File: src/hdl/rbd_queue.sv
// ----------------------------------------------------------------------------
// rbd_queue
// Short first-in first-out queue between the front and the back end.
// ----------------------------------------------------------------------------
module rbd_queue #(
  parameter int DATA_W = 50,
  parameter int DEPTH  = 4
) (
  input  logic              clk,
  input  logic              rst,
  input  logic              push,
  input  logic [DATA_W-1:0] push_data,
  output logic              full,
  input  logic              pop,
  output logic              valid,
  output logic [DATA_W-1:0] pop_data
);
  localparam int PTR_W = (DEPTH > 1) ? $clog2(DEPTH) : 1;
  localparam int CNT_W = $clog2(DEPTH + 1);

  logic [DATA_W-1:0] slots [DEPTH];
  logic [PTR_W-1:0]  wr_ptr;
  logic [PTR_W-1:0]  rd_ptr;
  logic [CNT_W-1:0]  count;

  assign full     = (count == CNT_W'(DEPTH));
  assign valid    = (count != '0);
  assign pop_data = slots[rd_ptr];

  always_ff @(posedge clk) begin
    if (rst) begin
      wr_ptr <= '0;
      rd_ptr <= '0;
      count  <= '0;
    end else begin
      if (push) begin
        wr_ptr <= (wr_ptr == PTR_W'(DEPTH - 1)) ? '0 : wr_ptr + PTR_W'(1);
      end
      if (pop) begin
        rd_ptr <= (rd_ptr == PTR_W'(DEPTH - 1)) ? '0 : rd_ptr + PTR_W'(1);
      end
      if (push && !pop) begin
        count <= count + CNT_W'(1);
      end else if (pop && !push) begin
        count <= count - CNT_W'(1);
      end
    end
  end

  always_ff @(posedge clk) begin
    if (push) begin
      slots[wr_ptr] <= push_data;
    end
  end

endmodule

File: config.mk
export PLATFORM = sky130hd
export DESIGN_NAME = rbd_queue
export DESIGN_NICKNAME = d
export VERILOG_FILES = /design/src/hdl/rbd_queue.sv
export SDC_FILE = /design/constraint.sdc
export NUM_CORES = 1
export LEC_CHECK = 0
export ABC_AREA = 1
export ABC_CLOCK_PERIOD_IN_PS = 2500
export BUFFER_PORTS_ARGS = -buffer_cell sky130_fd_sc_hd__buf_2
export CAP_MARGIN = 30
export CORE_MARGIN = 2
export CORE_UTILIZATION = 28
export CTS_CLUSTER_SIZE = 12
export DETAILED_ROUTE_END_ITERATION = 8
export SLEW_MARGIN = 0
export SYNTH_ARGS = -nofsm -noshare
export SYNTH_HDL_FRONTEND = slang
export SYNTH_SLANG_ARGS = --single-unit
File: constraint.sdc
create_clock -name clk -period 2.5 [get_ports clk]
set_input_delay 0.125 -clock clk [delete_from_list [all_inputs] [get_ports clk]]
set_output_delay 0.125 -clock clk [all_outputs]
set_load 0.02 [all_outputs]
==> key figures <==
Yosys
  – Commonest cells post-synth: 200 x edfxtp_1, 109 x nor2_1, 69 x o21ai_1, 50 x o22ai_1, 34 x o21ai_0
  – Most frequent cell after synthesis: edfxtp_1
  – Post-Synthesis Cells: 543
  – Post-Synthesis Cell Area: 7890 um2
  – Post-synthesis sequential area ratio: 78.4%
  – #FFs+latches synth: 209
  – Synth Area per Inst: 14.5 um2
  – Async set-reset flop share out of synthesis: 0%
  – Main synth FF type: edfxtp_1
  – Synth cell types: 21
  – Synthesis Warnings: 0
  – Synth top area cells: edfxtp_1 76%, nor2_1 5.2%, o21ai_1 4.4%, o22ai_1 4.0%, dfxtp_1 2.3%
  – Area leader, netlist: edfxtp_1
  – Yosys top cell area share: 76.1%
  – Synthesized net count: 604
  – Post-synth EDFFs: 200

Floorplan
  – Die width: 172 um
  – Full die area: 29600 um2
  – Core footprint: 27800 um2
  – Die H: 172 um
  – I/O pins: 106
  – Initial Utilization: 28.4%
  – Row count: 61

Critical path
  – CP Max Fanout: 58
  – Crit end category: output pin
  – Worst EP required: 2380 ps
  – Worst path cell trace: buf_12 > o21ai_0 > o22ai_1 > buf_2
  – Startpoint Class: register
  – Worst path bufs/invs: 2
  – Largest delay share family, worst path: flip-flops
  – Slowest stage cell, crit path: dfxtp_4
  – Slowest stage delay, CP: 660 ps
  – CP arrival: 2140 ps
  – Worst setup path class: reg2out

Placement
  – Dpl hpwl: 9340 um
  – Gpl congestion: 0.671
  – Place WS: 735 ps
  – Port Buf Inserts: 105
  – DP Area: 8800 um2

Final layout
  – Layout area overhead: 27.8%
  – Nets: 764
  – Design area: 10100 um2
  – Antenna diode count: 0
  – Fraction of layout cells with a size suffix above 1: 21.4%

STA
  – Setup TNS: 0 ps
  – Worst-margin pin slew: 610 ps
  – Min cycle time layout: 2260 ps
  – Slew Viols, Final: 0
  – Setup Viol. Count Final: 0
  – Max Clock Skew: 5.62 ps
  – Period Utilization, post-route: 90.5%
  – Max Fclk: 442 MHz
  – Post-route setup slack: 238 ps
  – WHS: 363 ps
  – Final hold vios: 0
  – Max transition margin: 59.3%
  – RSZ-0062 raised after global routing: no

Outcome
  – Outcome: finished, final reports clean

CTS
  – CTS buffer count: 24
  – Post-cts gate resize count: 0
  – Clk pin slew, worst setup/hold paths: 60 ps
  – CTS H-Tree Depth: 1
  – Clk_lat worst skew: 500 ps
  – CTS sink cnt: 209
  – Clock buffer depth: 3
  – Clock Tree Root: clkbuf_16
  – CTS tree: built

GRT
  – First-pass GRT wire length: 25800 um
  – Vias in the first global route: 4790
  – Pin count of the biggest net entering global routing: 101
  – Global-route usage over all layers: 11.3%
  – Initial antenna violation count: 1
  – GRT Residual Overflow: 0

Power and ir drop
  – Tot Pwr: 8300 uW
  – Max rail drop VDD: 0.000535 V
  – Static leakage: 0.00356 uW
  – Pwr per Cell Area: 823 nW/um2

Detailed routing
  – Drt total wl: 17200 um
  – Routed vias: 4862
  – Initial drt markers: 337
  – DR top layer: met4
  – Post-DRT Antenna Nets: 0
  – Met1 WL: 7560 um
  – Met2 wire length: 8300 um
  – Routed len/inst: 15.7 um
  – Remaining DRCs: 0
  – WL met3: 1140 um
  – TritonRoute pass-1 iters: 4
  – Vias per cell: 4.43

Min path
  – Worst Hold Class: in2reg

Run
  – Max cap viols: 0
[what timing repair did]
action | CTS | global route
hold buffers | 53 | 0
endpoints found under the hold margin | 209 | 0
setup endpoints to repair | 0 | 0
buffers inserted | 0 | 0
[state kept, by name, indices dropped and copies added (netlist names), named ones only]
signal and count:
count 3, rd_ptr 2, wr_ptr 2, slots 200
[layer usage]
| layer | track usage, % | vias to the layer above |
|---|---|---|
| li1 | - | 2351 |
| met1 | 14.3 | 2373 |
| met2 | 19.3 | 120 |
| met3 | 3.16 | 18 |
| met4 | 2.81 | 0 |
| met5 | 0 | - |
[worst paths after layout]
check        startpoint           end  slack, ps  cells after the start
min                 rst      count[0]        360                      3
min reg2reg   wr_ptr[1]     wr_ptr[1]        540                      2
max reg2reg   wr_ptr[0]  slots[2][32]        840                      5
max            register  pop_data[13]        240                      4
[layout by cell type, fill, tap and decap left out]
master,count
o22ai_1,50
clkinv_2,4
nand2_1,9
fa_1,1
nor3_1,3
nand4_1,1
edfxtp_1,200
o21ai_0,34
dfxtp_1,7
clkinv_1,6
clkbuf_1,5
a21oi_1,3
buf_2,105
inv_2,7
buf_4,1
dfxtp_2,1
inv_8,1
clkinv_4,1
ha_1,6
xor2_1,1
inv_1,8
nor2_1,109
nand3_1,1
o21ai_1,69
clkbuf_16,25
bufinv_16,2
dfxtp_4,1
buf_12,6
dlygate4sd3_1,53
[stage by stage]
step	std cells	util (%)
floorplan	543	-
global placement	1002	31.7
detailed placement	1002	31.7
CTS	1098	36.3
global route	1098	36.3
finish	1098	36.3
[report_power, final]
group | internal [uW] | switching [uW]
Sequential | 4000 | 57.0
Clock | 2020 | 1310
Combinational | 319 | 599
Total | 6340 | 1960
[tightest hold or removal path, stage by stage]
cell           delay (ps)
dlygate4sd3_1         520
buf_2                 130
nor2_1                 50
[area by class of cell]
type	instances	area (um2)
Sequential cell	209	6190
Clock inverter	13	111
Multi-Input combinational cell	287	1420
Inverter	16	67.6
Tap cell	378	473
Fill cell	2670	17700
Clock buffer	30	644
Timing Repair Buffer	165	1180
[cell families after synthesis]
kind of cell | after synthesis | synth area share, %
adders and majority gates | 7 | 1.20
DFF | 209 | 78.4
buffers and inverters | 47 | 3.69
xor gates and xnor gates | 1 | 0.111
AOI/OAI and AO/OA | 156 | 10.7
and+or+nand+nor | 123 | 5.94
(Power assumes the default switching activity.)
