$ cat src/hdl/rbd_pkg.sv
// ----------------------------------------------------------------------------
// rbd_pkg
// Types and codes shared by the 2x2 RGBA8 box downsampler modules.
// ----------------------------------------------------------------------------
package rbd_pkg;

  typedef struct packed {
    logic [7:0] alpha;
    logic [7:0] blue;
    logic [7:0] green;
    logic [7:0] red;
  } rbd_pix_t;

  typedef struct packed {
    logic [8:0] alpha;
    logic [8:0] blue;
    logic [8:0] green;
    logic [8:0] red;
  } rbd_pair_t;

  typedef logic [1:0] rbd_kind_t;

  localparam rbd_kind_t KIND_WRITE  = 2'd0;
  localparam rbd_kind_t KIND_READ   = 2'd1;
  localparam rbd_kind_t KIND_DIRECT = 2'd2;

  typedef struct packed {
    rbd_kind_t kind;
    logic      done;
    rbd_pair_t pair;
  } rbd_op_t;

endpackage

$ cat src/hdl/rbd_front.sv
// ----------------------------------------------------------------------------
// rbd_front
// Accepts source pixels, tracks column and row, forms horizontal pair sums
// and classifies each pair as a line write, a line read or a direct result.
// ----------------------------------------------------------------------------
module rbd_front #(
  parameter int COL_W = 12,
  parameter int IDX_W = 11
) (
  input  logic                clk,
  input  logic                rst,
  input  logic                clear,
  input  logic [COL_W-1:0]    width_last,
  input  logic [IDX_W-1:0]    dst_col_last,
  input  logic [15:0]         height_last,
  input  logic [14:0]         dst_row_last,
  input  logic                s_tvalid,
  output logic                s_tready,
  input  rbd_pkg::rbd_pix_t   s_tdata,
  input  logic                q_full,
  output logic                push,
  output rbd_pkg::rbd_op_t    push_op,
  output logic [IDX_W-1:0]    push_idx
);
  import rbd_pkg::*;

  logic [COL_W-1:0] col;
  logic [15:0]      row;
  rbd_pix_t         held;
  logic             accept;
  logic             have_pair;
  rbd_pair_t        pair;
  rbd_kind_t        kind;

  assign s_tready = !q_full;
  assign accept   = s_tvalid && !q_full;

  always_comb begin
    have_pair = 1'b0;
    pair      = '0;
    if (width_last == '0) begin
      have_pair  = 1'b1;
      pair.red   = {s_tdata.red, 1'b0};
      pair.green = {s_tdata.green, 1'b0};
      pair.blue  = {s_tdata.blue, 1'b0};
      pair.alpha = {s_tdata.alpha, 1'b0};
    end else if (col[0]) begin
      have_pair  = 1'b1;
      pair.red   = {1'b0, held.red} + {1'b0, s_tdata.red};
      pair.green = {1'b0, held.green} + {1'b0, s_tdata.green};
      pair.blue  = {1'b0, held.blue} + {1'b0, s_tdata.blue};
      pair.alpha = {1'b0, held.alpha} + {1'b0, s_tdata.alpha};
    end
    if (height_last == '0) begin
      kind = KIND_DIRECT;
    end else if (row[0]) begin
      kind = KIND_READ;
    end else begin
      kind = KIND_WRITE;
    end
  end

  assign push          = accept && have_pair;
  assign push_idx      = IDX_W'(col >> 1);
  assign push_op.kind  = kind;
  assign push_op.pair  = pair;
  assign push_op.done  = (push_idx == dst_col_last) && (row[15:1] == dst_row_last);

  always_ff @(posedge clk) begin
    if (rst || clear) begin
      col <= '0;
      row <= '0;
    end else if (accept) begin
      if (col == width_last) begin
        col <= '0;
        row <= (row == height_last) ? 16'd0 : row + 16'd1;
      end else begin
        col <= col + COL_W'(1);
      end
    end
  end

  always_ff @(posedge clk) begin
    if (accept && !col[0]) begin
      held <= s_tdata;
    end
  end

endmodule

$ cat config.mk
export PLATFORM = sky130hd
export DESIGN_NAME = rbd_front
export DESIGN_NICKNAME = d
export VERILOG_FILES = /design/src/hdl/rbd_pkg.sv /design/src/hdl/rbd_front.sv
export SDC_FILE = /design/constraint.sdc
export NUM_CORES = 1
export LEC_CHECK = 0
export ABC_AREA = 1
export BUFFER_PORTS_ARGS = -buffer_cell sky130_fd_sc_hd__buf_4
export CAP_MARGIN = 20
export CORE_ASPECT_RATIO = 0.9
export CORE_UTILIZATION = 38
export CTS_CLUSTER_SIZE = 8
export DETAILED_ROUTE_END_ITERATION = 6
export GPL_TIMING_DRIVEN = 0
export PLACE_DENSITY_LB_ADDON = 0.25
export SLEW_MARGIN = 5
export SYNTH_ARGS = -nofsm -noshare
export SYNTH_HDL_FRONTEND = slang
export SYNTH_SLANG_ARGS = --single-unit
$ cat constraint.sdc
create_clock -name clk -period 2.2 [get_ports clk]
set_clock_uncertainty 0.15 [all_clocks]
set_input_delay 0.11 -clock clk [delete_from_list [all_inputs] [get_ports clk]]
set_output_delay 0.11 -clock clk [all_outputs]
set_load 0.01 [all_outputs]
==> impl_metrics.json, run 1 <==
{
  "clock_path_buffers": 2,
  "fin_area_um2": 7420,
  "synth.avg_cell_area_um2": 6.52,
  "max_stage_delay_ps": 370,
  "firstDrtPassIters": 7,
  "maxSlewViolCount": 0,
  "antenna_found_initial": 0,
  "grt_first_pass_wirelength_mm": 24.5,
  "core_area_um2": 13300,
  "p_leak_nw": 3.45,
  "synth_top_area_share_pct": 20.1,
  "setup.worst_path.start_class": "flop",
  "wl_per_cell_um": 13.4,
  "setup-violations-final": 0,
  "powerDensity_nw_per_um2": 449,
  "whs_ps": 16.2,
  "postRouteAntennaNets": 0,
  "routabilityCongestion": 0.876,
  "viasPerCell": 4.84,
  "peakVddDrop_mv": 0.367,
  "rsz0062_at_grt": "true",
  "critPathKind": "flop to primary output",
  "nets": 1113,
  "placed_area_um2": 6470,
  "synth_nets": 922,
  "max_freq_ghz": 0.458,
  "yosysWarnings": 0,
  "finalCritPeriodShare_pct": 99.3,
  "initial_core_util_pct": 38.8,
  "totalWireLength_mm": 15.5,
  "path_clk_slew_ps": 50,
  "worst-path-buf-inv": 1,
  "die-area_um2": 14100,
  "die_x_um": 125,
  "cts-buffers-inserted": 9,
  "cts_max_level": 3,
  "port-buffer-count": 142,
  "hp-class": "input port to flop",
  "grt_max_degree": 28,
  "clock-sinks": 60,
  "crit_required_ps": 1940,
  "arrival_ps": 1930,
  "synth_top_area_cell": "nand2_1",
  "worst_pin_slew_ps": 875,
  "dieHeight_um": 113,
  "drive_gt1_share_pct": 25.4,
  "setup_tns_ps": 0,
  "worst_setup_path_end_kind": "primary output",
  "cap_violations": 0,
  "synth_cells": 793,
  "rows": 40,
  "clock_latency_ps": 350,
  "ys_types": 36,
  "area.growth.synth_to_final_pct": 43.6,
  "cp_cell_sequence": "ha_2 > fa_2 > nand3_2 > nand2_4 > a21oi_4 > nor2_1 > o21ai_1 > buf_4",
  "dp_hpwl_mm": 11.7,
  "drtIter0Drc": 398,
  "io-pin-count": 143,
  "vias": 5599,
  "final.min_clock_period_ps": 2190,
  "ys_seq_elements": 60,
  "critPathTopFamily": "adder cells",
  "drc": 22,
  "syn_area_um2": 5170,
  "cts_root_buf": "clkbuf_16",
  "yosysSeqAreaShare_pct": 29.4,
  "hold_viol_final": 0,
  "cts_tree": "built",
  "cp_max_fo": 3,
  "grt_use_total_pct": 22.1,
  "gr-total-overflow": 0,
  "max-slew-margin-rel_pct": 41.4,
  "grt_pass1_vias": 5040,
  "slowest_stage": "edfxtp_1",
  "status": "finished with violations",
  "yosys-top-cells-area": "nand2_1 (20%), edfxtp_1 (19%), dfxtp_1 (11%)",
  "diodes": 0,
  "violations": "design-rule violations"
}
routing by layer:
| layer | GRT usage, % | up-vias | part of all wire [%] |
|---|---|---|---|
| met5 | 0 | - | 0 |
| met1 | 30.5 | 2493 | 48 |
| met3 | 3.91 | 24 | 5.6 |
| met4 | 7.64 | 0 | 1.8 |
| met2 | 34.8 | 169 | 44 |
| li1 | - | 2913 | - |
cells in the mapped netlist:
| master | count |
|---|---|
| a211oi_1 | 1 |
| a21oi_1 | 28 |
| a22o_1 | 2 |
| buf_2 | 6 |
| buf_4 | 13 |
| buf_6 | 3 |
| clkbuf_1 | 1 |
| clkbuf_2 | 1 |
| dfxtp_1 | 28 |
| edfxtp_1 | 32 |
| fa_1 | 4 |
| ha_1 | 34 |
| inv_1 | 103 |
| inv_2 | 6 |
| nand2_1 | 277 |
| nand2_2 | 1 |
| nand2_4 | 1 |
| nand3_1 | 40 |
| nand3_2 | 1 |
| nand3b_1 | 1 |
| nand4_1 | 12 |
| nor2_1 | 76 |
| nor2_2 | 1 |
| nor2_4 | 3 |
| nor3_1 | 14 |
| nor3_2 | 1 |
| nor3_4 | 1 |
| nor4_1 | 2 |
| o21ai_0 | 52 |
| o21ai_1 | 13 |
| o21bai_1 | 3 |
| o221ai_1 | 1 |
| o22ai_1 | 4 |
| or2_2 | 2 |
| xnor2_1 | 13 |
| xor2_1 | 12 |
report_power, final:
part	leakage, nW	switching (W)	internal, W
Combinational	2.79	0.000386	0.000383
Sequential	0.525	0.0000130	0.00121
Clock	0.133	0.000507	0.000830
cell families after synthesis:
logic type,after synthesis,share of synthesized area [%]
AOI/OAI and AO/OA,104,10.6
xor gates and xnor gates,25,4.24
adders and majority gates,38,9.78
buffers and inverters,133,11.2
DFF,60,29.4
and+or+nand+nor,433,34.8
flip-flops by register name (all words and copies together), names as in the netlist:
signal and count:
held 32, col 12, row 16
final cells by class:
cell class / instances / area [um^2]
flip-flops and latches: 60 / 1520
inverters: 109 / 409
well taps: 168 / 210
multi-input cells: 600 / 3370
clock inverters: 1 / 5.00
plain buffers: 24 / 173
clock buffers: 15 / 269
fillers: 1295 / 5890
repair buffers: 180 / 1460
placed cells by master, fill, tap and decap left out, types with 5 or more instances in the layout:
cell type	n
nand2_2	8
edfxtp_1	32
buf_4	157
ha_4	11
nor2_1	73
clkbuf_16	10
o21ai_0	28
xor2_1	12
clkbuf_1	6
a21oi_1	19
nor3_1	13
dlygate4sd3_1	32
dfxtp_1	28
xnor2_1	12
nor2_4	6
nand3_1	39
o21ai_1	31
inv_1	100
nand2_1	269
nand4_1	12
ha_1	17
a21oi_2	8
buf_2	5
buf_6	6
ha_2	6
inv_2	9
stage by stage:
step	utilization (%)	total power [W]	setup slack [ps]	cells
floorplan	-	0.00159	297	793
CTS	53.6	0.00328	2.73	1155
detailed placement	48.6	0.00186	80.7	1104
finish	55.8	0.00333	15.0	1157
global placement	48.4	0.00185	-310	1103
global route	55.8	0.00349	-84.1	1157
worst paths after layout:
| path | depth (start not counted) | startpoint | slack [ps] | endpoint |
|---|---|---|---|---|
| setup / recovery | 8 | held[24]$_DFFE_PP_ | 10 | push_op[33] |
| hold / removal | 2 | s_tdata[17] | 20 | held[17]$_DFFE_PP_ |
| setup reg to reg | 10 | row[3]$_SDFFE_PP0P_ | 260 | row[4]$_SDFFE_PP0P_ |
| hold reg to reg | 2 | row[1]$_SDFFE_PP0P_ | 380 | row[1]$_SDFFE_PP0P_ |
timing repair:
action | in CTS | in global routing
hold buffers | 33 | 0
resized for setup | 20 | 68
setup buffers | 2 | 3
pin swaps | 4 | 17
setup endpoints to repair | 13 | 27
endpoints found under the hold margin | 34 | 0
No activity file was read; power rests on OpenSTA's default activity.
==> inputs of run 2 (changes only) <==
- CELL_PAD_IN_SITES_DETAIL_PLACEMENT: not set -> 1
- CELL_PAD_IN_SITES_GLOBAL_PLACEMENT: not set -> 2
- CORE_UTILIZATION: 38 -> 25
==> run 2 against run 1 <==
- the flow finishes with violations (negative hold slack, negative setup slack)
- flip-flop and latch count is the same
- combinational power up 5.9%
- die area increased by 51%
- register-to-register slack worse by 80 ps
- fmax down 1.2%
==> impl_metrics.json, run 2 (synthesis gave the netlist of run 1 again) <==
{
  "status": "finished with violations",
  "violations": "negative hold slack, negative setup slack",
  "swShare_pct": 29.0,
  "clock-sinks": 60,
  "p_leak_nw": 3.52,
  "rows": 49,
  "dp_hpwl_mm": 14.9,
  "cap_violations": 0,
  "setup_ws_ps": -11.2,
  "nets": 1120,
  "p_switching_w": 0.000966,
  "final.min_clock_period_ps": 2210,
  "peakVddDrop_mv": 0.318,
  "max_freq_ghz": 0.452,
  "cts_max_level": 3,
  "viasPerCell": 4.53,
  "finalCritPeriodShare_pct": 101,
  "hold_viol_final": 1,
  "setup.worst_path.start_class": "flop",
  "drc": 0,
  "whs_ps": -34.7,
  "path_clk_slew_ps": 60,
  "vias": 5661,
  "grt_first_pass_wirelength_mm": 30.5,
  "port-buffer-count": 142,
  "worst-path-buf-inv": 2,
  "routabilityCongestion": 0.799,
  "intPower_w": 0.00237,
  "arrival_ps": 1950,
  "rsz0062_at_grt": "true",
  "placed_area_um2": 6590,
  "initial_core_util_pct": 25.7,
  "dieHeight_um": 138,
  "crit_required_ps": 1940,
  "cp_max_fo": 3,
  "worst_pin_slew_ps": 943,
  "cts_tree": "built",
  "grt_max_degree": 19,
  "setup-violations-final": 1,
  "core_area_um2": 20100,
  "slowest_stage": "fa_2",
  "drive_gt1_share_pct": 27.3,
  "cts_root_buf": "clkbuf_16",
  "top_regs": "held (32), row (16), col (12)",
  "place_inst": 1191,
  "grt_use_total_pct": 18.4,
  "p_comb_share_pct": 24.4,
  "worst_setup_path_end_kind": "primary output",
  "finalPower_w": 0.00333,
  "max-slew-margin-rel_pct": 36.9,
  "final_common_cell": "nand2_1",
  "largest_reg_flops": 32,
  "fillers": 2522,
  "totalWireLength_mm": 19.1,
  "sequentialPowerShare_pct": 36.8,
  "cts-buffers-inserted": 9,
  "hp-class": "input port to flop",
  "cp_cell_sequence": "ha_4 > inv_2 > fa_2 > o21ai_4 > a21oi_2 > nand2_1 > nand2_1 > o21ai_1 > buf_4",
  "instances_no_fill": 1251,
  "io-pin-count": 143,
  "drtIter0Drc": 208,
  "regMostFlops": "held",
  "clock_path_buffers": 2,
  "firstDrtPassIters": 4,
  "clock_latency_ps": 340,
  "powerDensity_nw_per_um2": 436,
  "antenna_found_initial": 0,
  "critPathKind": "flop to primary output",
  "max_stage_delay_ps": 380,
  "gr-total-overflow": 0,
  "area.growth.synth_to_final_pct": 48.0,
  "die-area_um2": 21300,
  "wl_per_cell_um": 15.3,
  "postRouteAntennaNets": 0,
  "grt_pass1_vias": 5783,
  "fin_area_um2": 7650,
  "layout_common_cells": "nand2_1 (268), buf_4 (161), inv_1 (98)",
  "critPathTopFamily": "adder cells",
  "clockPowerShare_pct": 38.9,
  "maxSlewViolCount": 0,
  "diodes": 0,
  "die_x_um": 154,
  "crit_top_cell": "nand2_1"
}
-- run 2: cell types whose count changed in the layout (fill, tap and decap cells not counted), moves of 3 or more --
| cell | change |
|---|---|
| buf_4 | +4 |
| buf_6 | +3 |
| clkbuf_1 | -3 |
| dlygate4sd3_1 | -3 |
| dlymetal6s4s_1 | +3 |
| o21ai_0 | -6 |
| o21ai_2 | +6 |
-- run 2: final cells by class --
type	instances	area, um^2	share of cell area (%)
plain buffers	24	176	2.31
clock buffers	11	233	3.04
clock inverters	5	28.8	0.376
inverters	109	409	5.35
multi-input cells	600	3430	44.8
flip-flops and latches	60	1520	19.9
well taps	255	319	4.17
repair buffers	187	1540	20.1
-- run 2: stage by stage --
step | TNS (ps) | worst slack [ps] | util (%)
after floorplan | 0 | 297 | -
after global placement | -15120 | -464 | 32.6
after detailed placement | 0 | 23.4 | 32.8
after CTS | -218 | -78.4 | 36.5
after global routing | -741 | -133 | 38.0
final | -11.2 | -11.2 | 38.0
-- run 2: path summary, 6_finish.rpt --
| kind | start | to | slack [ps] | depth (start not counted) |
|---|---|---|---|---|
| setup / recovery | held[0]$_DFFE_PP_ | push_op[6] | -10 | 9 |
| hold / removal | s_tdata[9] | held[9]$_DFFE_PP_ | -30 | 1 |
| setup reg to reg | row[7]$_SDFFE_PP0P_ | row[6]$_SDFFE_PP0P_ | 180 | 10 |
| hold reg to reg | row[1]$_SDFFE_PP0P_ | row[1]$_SDFFE_PP0P_ | 390 | 2 |
-- run 2: metal layers --
metal,track usage (%),wire length [um]
met1,25.4,9630
met2,30.1,8760
met3,2.70,543
met4,4.05,150
met5,0,0
-- run 2: worst register-to-register path, stage by stage, from the launching register on --
cell and delay, ps:
dfxtp_1 440, inv_1 210, nand2_1 100, nand2_1 50
nor2_1 90, nand2_1 70, nor2_1 100, nand2_1 210
buf_2 290, a21oi_1 160, nor2_1 60
-- run 2: repair_timing --
item / 4_1_cts / 5_1_grt
setup buffers: 5 / 7
endpoints found under the setup margin: 22 / 34
resized for setup: 53 / 62
endpoints found under the hold margin: 33 / 0
pin swaps: 13 / 23
hold buffers: 33 / 0
-- run 2: power groups by stage --
stage / clock, W / sequential [W] / combinational (W)
floorplan: 0 / 0.00124 / 0.000345
global placement: 0 / 0.00124 / 0.000629
detailed placement: 0 / 0.00125 / 0.000645
CTS: 0.00134 / 0.00122 / 0.000746
global route: 0.00139 / 0.00123 / 0.000910
finish: 0.00130 / 0.00123 / 0.000813
==> inputs of run 3 (changes only) <==
--- a/config.mk
+++ b/config.mk
@@ -12,3 +12,3 @@
 export CELL_PAD_IN_SITES_GLOBAL_PLACEMENT = 2
-export CORE_ASPECT_RATIO = 0.9
+export CORE_ASPECT_RATIO = 1.5
 export CORE_UTILIZATION = 25
--- a/constraint.sdc
+++ b/constraint.sdc
@@ -4,2 +4,2 @@
 set_output_delay 0.11 -clock clk [all_outputs]
-set_load 0.01 [all_outputs]
+set_load 0.1 [all_outputs]
==> run 3 against run 2 <==
- the flow finishes with violations (negative setup slack)
- flip-flop and latch count unchanged
- critical path depth stayed put
- sequential share of layout area decreased by 2.1 points
- die area barely moved
- total power rose by 8.5%
==> impl_metrics.json, run 3 (synthesis gave the netlist of run 1 again) <==
{
  "status": "finished with violations",
  "violations": "negative setup slack",
  "drive_gt1_share_pct": 33.8,
  "port-buffer-count": 142,
  "hp-class": "input port to flop",
  "crit_required_ps": 1940,
  "wl_per_cell_um": 15.8,
  "setup.worst_path.start_class": "flop",
  "grt_pass1_vias": 6214,
  "dieHeight_um": 178,
  "arrival_ps": 2050,
  "setup_ws_ps": -108,
  "io-pin-count": 143,
  "core_area_um2": 20300,
  "peakVddDrop_mv": 0.382,
  "max_stage_delay_ps": 370,
  "instances_no_fill": 1272,
  "clock-sinks": 60,
  "rsz0062_at_grt": "true",
  "critPathKind": "flop to primary output",
  "viasPerCell": 4.64,
  "worst_pin_slew_ps": 800,
  "postRouteAntennaNets": 0,
  "final_common_cell": "nand2_1",
  "initial_core_util_pct": 25.4,
  "worst_setup_path_end_kind": "primary output",
  "setup_tns_ps": -685,
  "die_x_um": 119,
  "top_regs": "held (32), row (16), col (12)",
  "place_inst": 1200,
  "p_leak_nw": 3.77,
  "largest_reg_flops": 32,
  "routabilityCongestion": 0.788,
  "setup-violations-final": 13,
  "firstDrtPassIters": 7,
  "clock_path_buffers": 2,
  "grt_first_pass_wirelength_mm": 31.5,
  "totalWireLength_mm": 20.1,
  "cp_max_fo": 3,
  "drtIter0Drc": 164,
  "gr-total-overflow": 0,
  "antenna_found_initial": 0,
  "path_clk_slew_ps": 60,
  "place_ws_ps": -98.9,
  "regMostFlops": "held",
  "dp_hpwl_mm": 15.4,
  "drc": 0,
  "maxSlewViolCount": 0,
  "worst-path-buf-inv": 2,
  "nets": 1132,
  "diodes": 0,
  "cts_root_buf": "clkbuf_16",
  "grt_use_total_pct": 19.4,
  "max-slew-margin-rel_pct": 46.5,
  "hold_viol_final": 0,
  "clock_latency_ps": 340,
  "die-area_um2": 21300,
  "slowest_stage": "fa_2",
  "vias": 5908,
  "powerDensity_nw_per_um2": 424,
  "grt_max_degree": 27,
  "cp_cell_sequence": "ha_2 > inv_2 > fa_2 > o21ai_4 > a21oi_4 > nand2_1 > nand2_2 > o21ai_4 > buf_12",
  "final.min_clock_period_ps": 2310,
  "cts_tree": "built",
  "layout_common_cells": "nand2_1 (249), buf_4 (142), inv_1 (96)",
  "max_freq_ghz": 0.433,
  "rows": 64,
  "area.growth.synth_to_final_pct": 65.2,
  "finalCritPeriodShare_pct": 105,
  "cap_violations": 0,
  "crit_top_cell": "o21ai_4",
  "critPathTopFamily": "adder cells",
  "cts_max_level": 3,
  "cts-buffers-inserted": 9
}
## run 3: changes by cell type in the layout (fill, tap and decap cells not counted), moves of 5 or more
| cell | delta |
|---|---|
| nand2_2 | +15 |
| nand3_1 | -6 |
| buf_4 | -19 |
| ha_4 | +5 |
| o21ai_1 | -8 |
| ha_1 | -5 |
| o21ai_4 | +13 |
| nand2_1 | -19 |
| nor2_1 | -6 |
| nor2_2 | +5 |
| buf_12 | +32 |
## run 3: layer usage
metal	track usage, %	vias to the layer above	part of all wire (%)
met5	0	-	0
met4	5.78	0	1.2
met3	3.39	13	3.4
met2	38.5	121	56
met1	20.5	2821	39
li1	-	2953	-
## run 3: timing repair
item | in CTS | in global routing
setup buffers | 9 | 15
hold endpoints to repair | 34 | 0
gates resized for setup | 148 | 74
hold buffers | 33 | 0
setup endpoints to repair | 31 | 50
pin swaps | 27 | 41
## run 3: power breakdown
part | internal (W) | leakage [nW] | switching, W
sequential | 0.00121 | 0.527 | 0.0000152
combinational | 0.000487 | 3.12 | 0.000613
clock | 0.000744 | 0.121 | 0.000547
total | 0.00244 | 3.77 | 0.00118
## run 3: worst register-to-register path: stages, from the launching register on
cell and delay (ps):
dfxtp_1 490, inv_2 120, nand2_1 70, o21ai_1 60, nor2_1 110, nand2_1 100, nor2_4 190, buf_12 140
nand3_2 190, o21ai_1 240
## run 3: stage by stage
step / utilization [%] / hold slack (ps) / instance area [um^2] / total power (W)
finish: 42.0 / 61.6 / 8540 / 0.00362
global route: 42.0 / 64.2 / 8540 / 0.00381
CTS: 39.8 / 68.0 / 8090 / 0.00358
detailed placement: 33.3 / 162 / 6780 / 0.00206
global placement: 33.2 / 160 / 6750 / 0.00205
floorplan: - / 58.9 / 5350 / 0.00176
## run 3: final timing paths
kind                         from                   end  slack (ps)  cells after the start
max            held[16]$_DFFE_PP_           push_op[24]        -110                      9
min                   s_tdata[20]    held[20]$_DFFE_PP_          60                      1
max reg2reg   col[6]$_SDFFE_PP0P_  row[13]$_SDFFE_PP0P_         260                      9
min reg2reg  row[12]$_SDFFE_PP0P_  row[12]$_SDFFE_PP0P_         360                      2
## run 3: final cells by class
type | instances | area (um^2)
inverter | 109 | 409
tap | 264 | 330
timing repair buffer | 199 | 1990
clock inverter | 5 | 18.8
clock buffer | 11 | 233
fill | 2511 | 11800
sequential | 60 | 1530
multi-input combinational | 600 | 3840
buffer | 24 | 196
